**src/design/hig_pkg.sv**
```systemverilog
// ----------------------------------------------------------------------------
// hig_pkg
// Shared types and constants of the hemisphere index generator.
// ----------------------------------------------------------------------------
package hig_pkg;

	localparam int IDX_W = 17;
	localparam int COR_W = 2;
	localparam int REG_W = 2;
	localparam int CNT_W = 3;
	localparam int CFG_DW = 9;
	localparam int CFG_IW = 2;

	localparam logic [REG_W-1:0] REGION_TOP = 2'd0;
	localparam logic [REG_W-1:0] REGION_BODY = 2'd1;
	localparam logic [REG_W-1:0] REGION_BOTTOM = 2'd2;

	localparam logic [CFG_IW-1:0] CFG_STACK_COUNT = 2'd0;
	localparam logic [CFG_IW-1:0] CFG_SLICE_COUNT = 2'd1;

	localparam logic [CFG_DW-1:0] STACK_COUNT_RST = 9'd8;
	localparam logic [CFG_DW-1:0] SLICE_COUNT_RST = 9'd16;

	typedef struct packed {
		logic [IDX_W-1:0] vertex_index;
		logic [COR_W-1:0] corner;
		logic [REG_W-1:0] region;
		logic             last_index;
	} hig_result_t;

endpackage

```
**src/design/hemisphere_index_generator_unit.sv**
```systemverilog
// ----------------------------------------------------------------------------
// hemisphere_index_generator_unit
// Emits the triangle list indices of a hemisphere mesh, one per input beat.
// ----------------------------------------------------------------------------
// Every input beat carries a restart flag and yields exactly one output beat
// holding a vertex index, its corner within the triangle, the mesh region and
// a flag on the final index of the mesh. A restart beat emits the first index
// again; after the final index the stream wraps on its own.
// Stack and slice counts are written through the configuration channel, which
// is always ready; register 0 is the stack count and register 1 the slice
// count. Writes should only be made while no beat is in flight.
// An accepted input beat is registered at the output, and one beat is
// taken in every cycle while the input does not stall: the counters and
// the single index multiplier sit between the counter and output registers.
// When the receiver stalls, the output register holds its beat and a skid
// entry takes one more; the input stall rises only when that entry is full.
// Reset clears the counters to the first top cap index, empties the output
// stage and restores eight stacks and sixteen slices.
// ----------------------------------------------------------------------------
module hemisphere_index_generator_unit
	import hig_pkg::*;
#(
	parameter int MAX_STACKS = 256,
	parameter int MAX_SLICES = 256
) (
	input  logic              clk,
	input  logic              arst_n,
	input  logic              in_valid,
	output logic              in_stall,
	input  logic              restart,
	output logic              out_valid,
	input  logic              out_stall,
	output logic [IDX_W-1:0]  vertex_index,
	output logic [COR_W-1:0]  corner,
	output logic [REG_W-1:0]  region,
	output logic              last_index,
	input  logic              cfg_valid,
	output logic              cfg_ready,
	input  logic [CFG_IW-1:0] cfg_index,
	input  logic [CFG_DW-1:0] cfg_data
);

	logic [CFG_DW-1:0] stack_count_q;
	logic [CFG_DW-1:0] slice_count_q;
	logic              push;
	logic              full;
	hig_result_t       res;
	hig_result_t       res_out;

	assign cfg_ready = 1'b1;
	assign push = in_valid && !in_stall;
	assign in_stall = full;

	always_ff @(posedge clk or negedge arst_n) begin
		if (!arst_n) begin
			stack_count_q <= STACK_COUNT_RST;
			slice_count_q <= SLICE_COUNT_RST;
		end else if (cfg_valid && cfg_ready) begin
			unique case (cfg_index)
				CFG_STACK_COUNT: stack_count_q <= cfg_data;
				CFG_SLICE_COUNT: slice_count_q <= cfg_data;
				default: ;
			endcase
		end
	end

	hig_seq #(
		.MAX_STACKS(MAX_STACKS),
		.MAX_SLICES(MAX_SLICES)
	) u_seq (
		.clk(clk),
		.arst_n(arst_n),
		.push(push),
		.restart(restart),
		.stack_count(stack_count_q),
		.slice_count(slice_count_q),
		.res(res)
	);

	hig_obuf u_obuf (
		.clk(clk),
		.arst_n(arst_n),
		.push(push),
		.res_in(res),
		.out_stall(out_stall),
		.out_valid(out_valid),
		.full(full),
		.res_out(res_out)
	);

	assign vertex_index = res_out.vertex_index;
	assign corner = res_out.corner;
	assign region = res_out.region;
	assign last_index = res_out.last_index;

endmodule

```
**src/design/hig_seq.sv**
```systemverilog
// ----------------------------------------------------------------------------
// hig_seq
// Region, ring, slice and corner counters with the index arithmetic that
// turns them into one result per accepted beat.
// ----------------------------------------------------------------------------
module hig_seq
	import hig_pkg::*;
#(
	parameter int MAX_STACKS = 256,
	parameter int MAX_SLICES = 256
) (
	input  logic              clk,
	input  logic              arst_n,
	input  logic              push,
	input  logic              restart,
	input  logic [CFG_DW-1:0] stack_count,
	input  logic [CFG_DW-1:0] slice_count,
	output hig_result_t       res
);

	localparam int RW = (MAX_STACKS > 2) ? $clog2(MAX_STACKS) : 1;
	localparam int SW = $clog2(MAX_SLICES);
	localparam int CSS = $clog2(MAX_STACKS + 1);
	localparam int CSL = $clog2(MAX_SLICES + 1);
	localparam int KW = CSS + 1;
	localparam int LW = CSL + 1;

	logic [REG_W-1:0] region_q, region_d;
	logic [RW-1:0]    ring_q, ring_d;
	logic [SW-1:0]    slice_q, slice_d;
	logic [CNT_W-1:0] corner_q, corner_d;

	logic [CSS-1:0]   s;
	logic [CSL-1:0]   l;
	logic [LW-1:0]    stride;
	logic [REG_W-1:0] region_eff;
	logic [RW-1:0]    ring_eff;
	logic [SW-1:0]    slice_eff;
	logic [CNT_W-1:0] corner_eff;
	logic [CSS-1:0]   mult;
	logic [IDX_W-1:0] base;
	logic [IDX_W-1:0] a;
	logic [IDX_W-1:0] b;
	logic             slice_end;
	logic             ring_end;

	always_comb begin
		if (stack_count < CFG_DW'(2)) begin
			s = CSS'(2);
		end else if (32'(stack_count) > MAX_STACKS) begin
			s = CSS'(MAX_STACKS);
		end else begin
			s = CSS'(stack_count);
		end
		if (slice_count < CFG_DW'(3)) begin
			l = CSL'(3);
		end else if (32'(slice_count) > MAX_SLICES) begin
			l = CSL'(MAX_SLICES);
		end else begin
			l = CSL'(slice_count);
		end
	end

	always_comb begin
		stride = LW'(l) + LW'(1);
		region_eff = restart ? REGION_TOP : region_q;
		ring_eff = restart ? '0 : ring_q;
		slice_eff = restart ? '0 : slice_q;
		corner_eff = restart ? '0 : corner_q;

		mult = (region_eff == REGION_BOTTOM) ? (s - CSS'(1)) : CSS'(ring_eff);
		base = IDX_W'(mult) * IDX_W'(stride) + IDX_W'(1);
		a = base + IDX_W'(slice_eff);
		b = a + IDX_W'(stride);
		slice_end = (LW'(slice_eff) + LW'(1)) >= LW'(l);
		ring_end = (KW'(ring_eff) + KW'(3)) >= KW'(s);

		region_d = region_eff;
		ring_d = ring_eff;
		slice_d = slice_eff;
		corner_d = corner_eff;
		res.last_index = 1'b0;
		res.vertex_index = '0;
		res.corner = '0;
		res.region = region_eff;

		case (region_eff)
			REGION_BODY: begin
				case (corner_eff)
					3'd0: res.vertex_index = a;
					3'd1: res.vertex_index = a + IDX_W'(1);
					3'd2: res.vertex_index = b;
					3'd3: res.vertex_index = b;
					3'd4: res.vertex_index = a + IDX_W'(1);
					default: res.vertex_index = b + IDX_W'(1);
				endcase
				if (corner_eff >= CNT_W'(3)) begin
					res.corner = (corner_eff - CNT_W'(3) > CNT_W'(2)) ?
						COR_W'(2) : COR_W'(corner_eff - CNT_W'(3));
				end else begin
					res.corner = COR_W'(corner_eff);
				end
				if (corner_eff < CNT_W'(5)) begin
					corner_d = corner_eff + CNT_W'(1);
				end else begin
					corner_d = '0;
					if (slice_end) begin
						slice_d = '0;
						if (ring_end) begin
							ring_d = '0;
							region_d = REGION_BOTTOM;
						end else begin
							ring_d = ring_eff + RW'(1);
						end
					end else begin
						slice_d = slice_eff + SW'(1);
					end
				end
			end
			REGION_BOTTOM: begin
				if (corner_eff == CNT_W'(0)) begin
					res.vertex_index = b - IDX_W'(slice_eff);
				end else if (corner_eff == CNT_W'(1)) begin
					res.vertex_index = a;
				end else begin
					res.vertex_index = a + IDX_W'(1);
				end
				res.corner = (corner_eff > CNT_W'(2)) ? COR_W'(2) : COR_W'(corner_eff);
				if (corner_eff < CNT_W'(2)) begin
					corner_d = corner_eff + CNT_W'(1);
				end else begin
					corner_d = '0;
					if (slice_end) begin
						res.last_index = 1'b1;
						region_d = REGION_TOP;
						ring_d = '0;
						slice_d = '0;
					end else begin
						slice_d = slice_eff + SW'(1);
					end
				end
			end
			default: begin
				res.region = REGION_TOP;
				if (corner_eff == CNT_W'(0)) begin
					res.vertex_index = '0;
				end else if (corner_eff == CNT_W'(1)) begin
					res.vertex_index = IDX_W'(slice_eff) + IDX_W'(2);
				end else begin
					res.vertex_index = IDX_W'(slice_eff) + IDX_W'(1);
				end
				res.corner = (corner_eff > CNT_W'(2)) ? COR_W'(2) : COR_W'(corner_eff);
				if (corner_eff < CNT_W'(2)) begin
					corner_d = corner_eff + CNT_W'(1);
				end else begin
					corner_d = '0;
					ring_d = '0;
					if (slice_end) begin
						slice_d = '0;
						region_d = (s > CSS'(2)) ? REGION_BODY : REGION_BOTTOM;
					end else begin
						slice_d = slice_eff + SW'(1);
					end
				end
			end
		endcase
	end

	always_ff @(posedge clk or negedge arst_n) begin
		if (!arst_n) begin
			region_q <= REGION_TOP;
			ring_q <= '0;
			slice_q <= '0;
			corner_q <= '0;
		end else if (push) begin
			region_q <= region_d;
			ring_q <= ring_d;
			slice_q <= slice_d;
			corner_q <= corner_d;
		end
	end

endmodule

```
**src/design/hig_obuf.sv**
```systemverilog
// ----------------------------------------------------------------------------
// hig_obuf
// Output register with a skid entry, so that a new beat can be taken while
// the receiver holds the current one.
// ----------------------------------------------------------------------------
module hig_obuf
	import hig_pkg::*;
(
	input  logic        clk,
	input  logic        arst_n,
	input  logic        push,
	input  hig_result_t res_in,
	input  logic        out_stall,
	output logic        out_valid,
	output logic        full,
	output hig_result_t res_out
);

	logic        main_valid_q;
	logic        skid_valid_q;
	hig_result_t main_q;
	hig_result_t skid_q;
	logic        pop;

	assign pop = main_valid_q && !out_stall;
	assign out_valid = main_valid_q;
	assign full = skid_valid_q;
	assign res_out = main_q;

	always_ff @(posedge clk or negedge arst_n) begin
		if (!arst_n) begin
			main_valid_q <= 1'b0;
			skid_valid_q <= 1'b0;
		end else if (skid_valid_q) begin
			if (pop) begin
				skid_valid_q <= 1'b0;
			end
		end else if (push) begin
			if (main_valid_q && !pop) begin
				skid_valid_q <= 1'b1;
			end
			main_valid_q <= 1'b1;
		end else if (pop) begin
			main_valid_q <= 1'b0;
		end
	end

	always_ff @(posedge clk) begin
		if (skid_valid_q) begin
			if (pop) begin
				main_q <= skid_q;
			end
		end else if (push) begin
			if (main_valid_q && !pop) begin
				skid_q <= res_in;
			end else begin
				main_q <= res_in;
			end
		end
	end

endmodule

```
**config.mk**
```make
export PLATFORM = sky130hd
export DESIGN_NAME = hemisphere_index_generator_unit
export DESIGN_NICKNAME = d
export VERILOG_FILES = /design/src/design/hig_pkg.sv /design/src/design/hemisphere_index_generator_unit.sv /design/src/design/hig_seq.sv /design/src/design/hig_obuf.sv
export SDC_FILE = /design/constraint.sdc
export NUM_CORES = 1
export LEC_CHECK = 0
export BUFFER_PORTS_ARGS = -buffer_cell sky130_fd_sc_hd__buf_4
export CORE_UTILIZATION = 30
export CTS_BUF_LIST = sky130_fd_sc_hd__clkbuf_4
export CTS_CLUSTER_DIAMETER = 100
export DETAILED_ROUTE_END_ITERATION = 16
export GPL_TIMING_DRIVEN = 0
export HOLD_SLACK_MARGIN = 0.08
export PLACE_DENSITY = 0.53
export SYNTH_ARGS = -nofsm -noshare
export SYNTH_HDL_FRONTEND = slang
export SYNTH_SLANG_ARGS = --single-unit
```
**constraint.sdc**
```tcl
create_clock -name clk -period 14.7 [get_ports clk]
set_clock_uncertainty 0.15 [all_clocks]
set_input_delay 0 -clock clk [delete_from_list [all_inputs] [get_ports clk]]
set_output_delay 0 -clock clk [all_outputs]
set_load 0.05 [all_outputs]
```
==> impl.org, run 1 <==
** GRT
- Vias in the first global route :: 9581
- All-layer global routing usage :: 0.181
- Entering global routing, the biggest net connects 40 pins.
- Global route overflow :: 0
- The number of antenna violations at the first check in global routing was 1.
- The first global-routing pass estimated 54100 um of wire.

** Yosys
- Of all flip-flops after synthesis, the portion carrying an async set or reset was 0.482.
- Post-synthesis cell type with the largest combined area :: sky130_fd_sc_hd__edfxtp_1
- Yosys instantiated no cell more often than sky130_fd_sc_hd__nand2_1.
- Ys flop type :: sky130_fd_sc_hd__edfxtp_1
- The share of synthesized area in the top cell type comes to 0.119.
- Number of flops mapped to enable cells by yosys :: 44
- Top cells by area, synth :: sky130_fd_sc_hd__edfxtp_1 12%, sky130_fd_sc_hd__fa_1 11%, sky130_fd_sc_hd__ha_1 11%, sky130_fd_sc_hd__dfrtp_1 8.8%, sky130_fd_sc_hd__nand2_1 4.9%
- Leading post-synthesis cells by instance count :: 146 x sky130_fd_sc_hd__nand2_1, 124 x sky130_fd_sc_hd__inv_1, 120 x sky130_fd_sc_hd__nor2_1
- In this run the mean area of a mapped cell was 8.36 sq um.
- Post-Syn Area :: 11100 sq um
- Sequential cell area fraction in the yosys report :: 0.212
- Post-synthesis register bit count :: 85
- Warning count from the yosys run :: 0
- Post-Syn Instances :: 1328
- Yosys mapped the design onto 88 distinct sky130hd cell types.

** Drt
- In the final routed layout, each cell accounts on average for 17.8 um.
- The routed layout has 9945 vias.
- For this run, design rule violations remaining after detail routing come to 0.
- Wires add up to 33500 um.
- The first detailed-routing pass ran for 5 iterations.
- After detailed routing, the number of vias per cell comes to 5.28.
- The detail route stage leaves a number of antenna-violating nets equal to 0.
- The detailed router finished its first iteration with 721 violations.

** Clocking
- Reg clk slew, reported paths :: 190 ps
- H-tree levels :: 3
- Post-CTS sizing :: 0
- Clock latency on the worst-skew pair, taken at its later pin, is 510 ps.
- Clock root cell :: sky130_fd_sc_hd__clkbuf_4
- CTS saw 85 sinks.
- Clock tree from TritonCTS :: built
- Setup repair bufs after CTS :: 0
- The longest clock path from root to sink contains 2 buffers.
- TritonCTS buffer count :: 9
- In this run, post-CTS hold repair placed 24 buffers.

** Finish
- Of the cells placed in the final design, the portion with a size suffix greater than 1 is 0.0883.
- Area taken by multi-input logic gates :: 8130 sq um
- Flip-flop and latch area :: 2350 sq um
- Layout area overhead :: 11.8%
- Fin cells :: 1885
- The final layout contains 1590 nets.
- Number of filler instances in the final layout :: 3813

** Place
- Input and output buffers added on the ports amount to 40.
- Routability-driven placement finished with a final weighted congestion of 0.914.
- Placed wire-length estimate after detailed placement :: 27100 um
- Number of placed instances, taps included :: 1844
- Prior to clock tree synthesis, the placed netlist has a worst setup slack of 2470 ps.

** Die
- For this configuration, the core starts out at a cell density of 0.304.
- The floorplan step set the die width to 194 um.
- Die Y-Extent :: 194 um
- After floorplanning, the core was divided into 70 placement rows.
- Standard cell core area :: 36500 sq um
- Die Footprint :: 37800 sq um
- For this design the top-level I/O count stands at 42.

** Power
- Worst-case vdd ir drop :: 102 uV
- Cell leakage power :: 0.00532 uW
- Power Dens Cells :: 245 nW/um^2
- Overall Power :: 3040 uW

** Critical path
- WP buf/inv :: 12
- Cell family contributing the most delay on the critical path :: adder cells
- Of all nets on the critical path, the largest fanout is 10.
- The largest single stage delay on the critical path is 750 ps.
- Arrival time at the worst endpoint :: 12060 ps
- By startpoint and endpoint, the worst setup path is classified as primary input to flip-flop.
- STA classifies the critical path startpoint as a primary input.
- Kind of end point of the critical path :: flip-flop
- In this design, the critical path's most frequently occurring cell is sky130_fd_sc_hd__inv_1.
- The slowest stage of the critical path belongs to the cell sky130_fd_sc_hd__o21ai_1.
- Required time of the worst setup path :: 14880 ps

** STA
- For the pin with the worst max-slew slack, the measured transition is 1100 ps.
- Final Cycle Share :: 0.808
- Max-slew headroom :: 0.248
- Total negative slack :: 0 ps
- Final hold vios :: 0
- Setup repair after global routing missed its margin :: false
- Hold slack final :: 130 ps
- Setup violations remaining at the end of the flow were counted as 0.
- Setup slack of the critical path after layout :: 2820 ps
- F_max :: 84.2 MHz
- Final period demand of the worst path :: 11880 ps
- Final-report max-slew violation count :: 0

** Min path
- Worst Hold Class :: primary input to flip-flop

** Run status
- The flow ran to the end, and the final reports show no timing, DRC or antenna violations.

** Job
- Count of maximum capacitance violations :: 0
==> cells by family (layout without fill, tap and decap cells) <==
logic type	Yosys count	after routing	share of synthesized area
other cells	2	10	0.000677
simple gates	470	470	0.202
compound gates	317	317	0.196
flops	85	85	0.212
fa+ha+maj	162	162	0.225
xor+xnor	80	80	0.0645
mux	42	42	0.0421
buf+inv	170	251	0.0582
==> path summary, 6_finish.rpt <==
path,startpoint,endpoint,slack [ps],cells past startpoint
min reg2reg,u_seq.region_q[0],u_seq.region_q[0],370,1
max,restart,u_obuf.res_out[21],2820,39
max in group asynchronous,arst_n,slice_count_q[7],13750,4
min in group asynchronous,arst_n,u_seq.ring_q[0],410,4
max reg2reg,slice_count_q[7],u_obuf.res_out[21],3150,37
min,out_stall,u_obuf.out_valid,130,4
==> flip-flops by register name (all words and copies together), names as in the netlist <==
| name | cells |
|---|---|
| slice_count_q | 9 |
| stack_count_q | 9 |
| u_obuf.full | 1 |
| u_obuf.out_valid | 1 |
| u_obuf.res_out | 22 |
| u_obuf.skid_q | 22 |
| u_seq.corner_q | 3 |
| u_seq.region_q | 2 |
| u_seq.ring_q | 8 |
| u_seq.slice_q | 8 |
==> area by class of cell <==
class / count / area share
antenna: 1 / 0.000202
buffer: 44 / 0.0139
clock buffer: 9 / 0.00545
clock inverter: 7 / 0.00434
inverter: 126 / 0.0381
multi-input combinational: 1080 / 0.656
sequential: 85 / 0.189
tap: 468 / 0.0472
timing repair buffer: 65 / 0.0456
==> per-layer routing <==
metal	global-route usage	wire (um)	vias to the layer above
li1	-	-	4861
met1	0.258	16000	4801
met2	0.298	15600	256
met3	0.0130	1450	27
met4	0.0397	448	0
met5	0	0	-
==> per-stage QoR <==
step                      area [sq um]  utilization
after floorplan                  11100            -
after global placement           12000        0.329
after detailed placement         12000        0.329
after CTS                        12400        0.340
after global routing             12400        0.340
final                            12400        0.340
==> tightest hold or removal path, cell delays in order <==
cell and delay, ps:
sky130_fd_sc_hd__dlygate4sd3_1 520, sky130_fd_sc_hd__buf_4 120, sky130_fd_sc_hd__o21ai_0 70, sky130_fd_sc_hd__nand2_1 60
==> report_power, final <==
part           switching (uW)  leakage [uW]  internal, uW
Clock                     101     0.0000711          37.2
Sequential               33.6      0.000940           329
Combinational            1610       0.00431           921
==> cells in the final DEF, fill, tap and decap left out, drive strengths merged, types with 6 or more instances in the layout <==
cell type    synthesis  final
nand4               11     11
o211ai              13     13
dfrtp               39     39
nor3                34     34
o21ai               70     70
nor4                 6      6
o22ai               13     13
a21o                20     20
xnor2               53     53
xor2                27     27
o21a                19     19
or4                  7      7
o311ai               6      6
or3                 10     10
nand3               39     39
nand2b              27     27
mux2                37     37
a31oi                7      7
o31ai               12     12
a21oi               71     71
dlygate4sd3          0     23
ha                  99     99
clkbuf              36     45
nor2               121    121
a21boi               7      7
buf                  8     50
and3                12     12
o221ai               7      7
nor2b               24     24
and2                12     12
inv                125    130
conb                 2      9
a211oi              11     11
a22o                 9      9
edfxtp              44     44
fa                  63     63
nand2              146    146
a22oi                9      9
nand3b               7      7
Note: power is estimated with default switching activity, not from simulation.
==> run 2: changes to the inputs <==
--- a/config.mk
+++ b/config.mk
@@ -5,6 +5,7 @@
 export SDC_FILE = /design/constraint.sdc
 export NUM_CORES = 1
 export LEC_CHECK = 0
+export ABC_AREA = 1
 export BUFFER_PORTS_ARGS = -buffer_cell sky130_fd_sc_hd__buf_4
 export CORE_UTILIZATION = 30
 export CTS_BUF_LIST = sky130_fd_sc_hd__clkbuf_4
==> constraint.sdc (replaced) <==
create_clock -name clk -period 11.9 [get_ports clk]
set_clock_uncertainty 0.15 [all_clocks]
set_input_delay 0 -clock clk [delete_from_list [all_inputs] [get_ports clk]]
set_output_delay 0 -clock clk [all_outputs]
set_load 0.05 [all_outputs]
==> run 2 against run 1 <==
Effect of this change:
- synthesized cell count is 27% higher
- register-to-register slack got worse by 1400 ps
- worst setup slack got worse by 1500 ps
- non-clock buffer count fell by 3
- global-route usage up 0.45 points
- sequential cell count unchanged
- largest cell class unchanged
- synthesized area grew 3.8%
- sequential share of layout area is 0.77 points lower
- core utilization increased by 0.29 points
==> impl.org, run 2 <==
** STA
- Final period demand of the worst path :: 10560 ps
- The final max-slew violation count came to 0 (unchanged).
- F_max :: 94.7 MHz
- In the finished design, the share of the clock period the worst path needs comes to 0.887.
- Setup violations, final :: 0 (unchanged)
- The measured slew at the worst slew-check pin was 1210 ps (+106 ps).
- Total negative slack :: 0 ps (unchanged)
- The hold violation count in the final report is 0 (unchanged).
- Setup repair after global routing missed its margin :: false
- The worst slew margin relative to its limit came to 0.188 (-0.0600).

** Yosys
- For this run, the leading register cell type out of synthesis is sky130_fd_sc_hd__edfxtp_1.
- Post-synthesis simple-gate area fraction :: 0.303 (+0.101)
- Compound-cell area share of the yosys netlist :: 0.134 (-0.0615)
- Ranked by instance count, the synthesized netlist is headed by 419 x sky130_fd_sc_hd__nand2_1, 272 x sky130_fd_sc_hd__inv_1, 184 x sky130_fd_sc_hd__nor2_1.
- Post-Syn Instances :: 1693 (+27%)
- The mux share of post-synthesis cell area came to 0 (-0.0421).
- The number of synthesized flops with an enable pin is 44 (unchanged).
- The post-synthesis instance area came to 11500 sq um (+3.8%).
- Sequential cell area fraction in the yosys report :: 0.204 (-0.00766)
- The area share of fa/ha/maj cells after synthesis is 0.217 (-0.00815).
- The share of flip-flops with an asynchronous set or reset was 0.482 (unchanged).
- sky130_fd_sc_hd__nand2_1 is the most common cell in the netlist.
- Of all cell types, the one taking the most synthesized area is sky130_fd_sc_hd__nand2_1.
- Mean instance size in the synthesized netlist :: 6.80 sq um (-19%)
- The xor and xnor area share after synthesis is 0.0343 (-0.0302).
- Top cells by area, synth :: sky130_fd_sc_hd__nand2_1 14%, sky130_fd_sc_hd__edfxtp_1 11%, sky130_fd_sc_hd__fa_1 11%, sky130_fd_sc_hd__ha_1 11%, sky130_fd_sc_hd__inv_1 8.9%
- Portion of synthesized cell area occupied by the leading cell type :: 0.137 (+0.0175)
- By area, the combinational part of the netlist is dominated by simple AND/OR/NAND/NOR gates.
- The synthesis-stage register bit count was 85 (unchanged).
- The count of yosys warnings during synthesis came to 0 (unchanged).
- Number of different library cells in the post-synthesis netlist :: 57 (-35%)

** Critical path
- The delay of the slowest critical-path stage came to 600 ps (-150 ps).
- The worst register-to-register path ends at u_obuf.res_out[21].
- The cell depth of the worst flop-to-flop path was 49 (+32%).
- Required time of the worst setup path :: 12000 ps (-2880 ps)
- The reg2reg setup slack was 1720 ps (-1430 ps).
- The worst setup path is captured at a flip-flop.
- In this design, the critical path's most frequently occurring cell is sky130_fd_sc_hd__nand2_1.
- Arrival time at the worst endpoint :: 10660 ps (-1400 ps)
- Among all stages on the critical path, the largest delay is contributed by sky130_fd_sc_hd__o21ai_0.
- The peak fanout along the critical path came to 10 (unchanged).
- In this run the critical register-to-register path is launched from slice_count_q[4].
- WP buf/inv :: 14 (+2)
- The critical path is of the primary input to flip-flop type.
- The cell family contributing the most delay on the critical path is adder cells.
- STA classifies the critical path startpoint as a primary input.

** Drt
- Via Count :: 11100 (+12%)
- The average detailed-routed wire length per instance was 15.4 um (-13%).
- The count of TritonRoute iterations in the first routing pass came to 5 (unchanged).
- 1st-iter DRT viols :: 687 (-4.7%)
- Number of remaining DRC errors :: 0 (unchanged)
- The remaining number of nets flagged by the antenna check after routing was 0 (unchanged).
- The highest metal layer carrying signal wires in the routed design is met4.
- The total routed wire length on the met1 layer is 16900 um (+5.9%).
- Routed wire length :: 35400 um (+5.7%)
- The number of vias per cell after detailed routing came to 4.85 (-8.1%).
- Detailed-routed wire length on met3 :: 1550 um (+6.9%)
- Met2 WL post-DR :: 16100 um (+3.0%)

** Min path
- WHS Endpoint :: u_obuf.out_valid
- The worst hold path begins at out_stall.
- Worst hold path depth :: 4 (unchanged)
- Worst Hold Class :: primary input to flip-flop

** Finish
- Compared with the post-synthesis result, the final layout area differs by 12.3%.
- Commonest non-fill, non-tap cell in the layout :: sky130_fd_sc_hd__nand2_1
- Net count, final :: 1958 (+23%)
- Finished Cell Area :: 12900 sq um (+4.3%)
- Layout cells sized above 1 :: 0.0757 (-0.0126)
- In the layout the commonest cells are 419 x sky130_fd_sc_hd__nand2_1, 272 x sky130_fd_sc_hd__inv_1, 183 x sky130_fd_sc_hd__nor2_1.
- Area taken by multi-input logic gates :: 7970 sq um (-2.0%)
- Number of filler instances in the final layout :: 4160 (+9.1%)
- The area taken by flip-flops and latches is 2350 sq um (unchanged).

** Place
- Post-Place Cell Area :: 12500 sq um (+4.1%)
- Placed wire-length estimate after detailed placement :: 29400 um (+8.4%)
- The placer's final routability congestion estimate was 0.920 (+0.62%).
- Port-buffer cells :: 40 (unchanged)

** Die
- The count of pins on the block boundary was 42 (unchanged).
- Starting utilization of the core area :: 0.305 (+0.00112)
- The total die area was 39200 sq um (+3.7%).
- Die boundary width :: 198 um (+1.8%)
- The area of the core region was 37800 sq um (+3.4%).
- The overall die height is 198 um (+1.8%).
- Cell row count :: 71 (+1.4%)

** Clocking
- Number of buffers on the longest clock path :: 2 (unchanged)
- TritonCTS buffer count :: 9 (unchanged)
- Clock sink count :: 85 (unchanged)
- The maximum level of the CTS H-tree is 3 (unchanged).
- The number of setup buffers added after CTS was 0 (unchanged).
- TritonCTS built the clock tree.
- # hold bufs at CTS :: 26 (+8.3%)
- The count of instances resized after the clock tree is built was 0 (unchanged).
- Clock root cell :: sky130_fd_sc_hd__clkbuf_4
- Reg clk slew, reported paths :: 150 ps (-40 ps)
- The insertion delay of the later-clocked pin in the worst-skew pair is 480 ps (-30 ps).

** Run status
- Result of the run :: complete, no violations

** GRT
- The total track usage came to 0.185 (+0.00450).
- Vias in the first global route :: 10500 (+9.6%)
- The maximum number of pins on one net before global-route repair came to 40 (unchanged).
- The wire length of the first global-routing pass came to 56600 um (+4.5%).
- Global route overflow :: 0 (unchanged)
- Antenna violations before repair :: 1 (unchanged)

** Job
- Count of maximum capacitance violations :: 0 (unchanged)
-- run 2: cell types whose count changed in the layout (fill, tap and decap cells not counted), moves of 24 or more --
cell                       delta
sky130_fd_sc_hd__nor2b_1     -24
sky130_fd_sc_hd__inv_1      +148
sky130_fd_sc_hd__o21ai_0     +56
sky130_fd_sc_hd__nand2b_1    -27
sky130_fd_sc_hd__nor2_1      +63
sky130_fd_sc_hd__nand3_1     +76
sky130_fd_sc_hd__mux2_2      -37
sky130_fd_sc_hd__nand2_1    +273
sky130_fd_sc_hd__xnor2_1     -40
-- run 2: how the worst max path moves through the flow --
stage / cells after the start / endpoint / startpoint / slack, ps
floorplan: 49 / u_obuf.res_out[21] / slice_count_q[4] / 3340
global placement: 51 / u_obuf.res_out[21] / restart / 1510
detailed placement: 52 / u_obuf.res_out[21] / restart / 1490
CTS: 52 / u_obuf.res_out[21] / restart / 1450
global route: 46 / u_obuf.res_out[21] / restart / 640
finish: 53 / u_obuf.res_out[21] / restart / 1340
-- run 2: final cells by class --
class | count | area share
Multi-Input combinational cell | 1292 | 0.616
Inverter | 285 | 0.0829
Clock inverter | 7 | 0.00571
Antenna cell | 1 | 0.000194
Tap cell | 511 | 0.0494
Timing Repair Buffer | 68 | 0.0464
Buffer | 38 | 0.0119
Sequential cell | 85 | 0.182
Clock buffer | 9 | 0.00522
-- run 2: metal layers --
metal  vias to the layer above  GRT usage
met5                         -          0
met1                      5217      0.260
li1                       5627          -
met2                       254      0.296
met4                         0     0.0583
met3                        37     0.0208
-- run 2: cells by family after synthesis --
family	count (synthesis)
XOR/XNOR	40
AND/OR/NAND/NOR	809
buffers and inverters	323
other	2
flip-flops	85
adder cells (fa/ha/maj)	162
AO/OA/AOI/OAI	272
-- run 2: worst reg2reg max path: cells and delay by family (launching register included) --
kind                       cells  cell delay [ps]
xor gates and xnor gates       3             1110
and+or+nand+nor               28             3280
DFF                            1              590
buffers and inverters         10             1250
adders and majority gates      8             3600
-- run 2: through the flow --
step	worst slack, ps	utilization	hold slack (ps)	cells
floorplan	3340	-	-446	1700
global placement	1510	0.331	-121	2251
detailed placement	1490	0.332	-118	2253
CTS	1450	0.342	152	2295
global route	641	0.343	182	2296
finish	1340	0.343	197	2296
Power of run 2 is left out: the tool's default activity adds up to more than one toggle a clock period on the data nets, which glitch-free logic cannot reach.
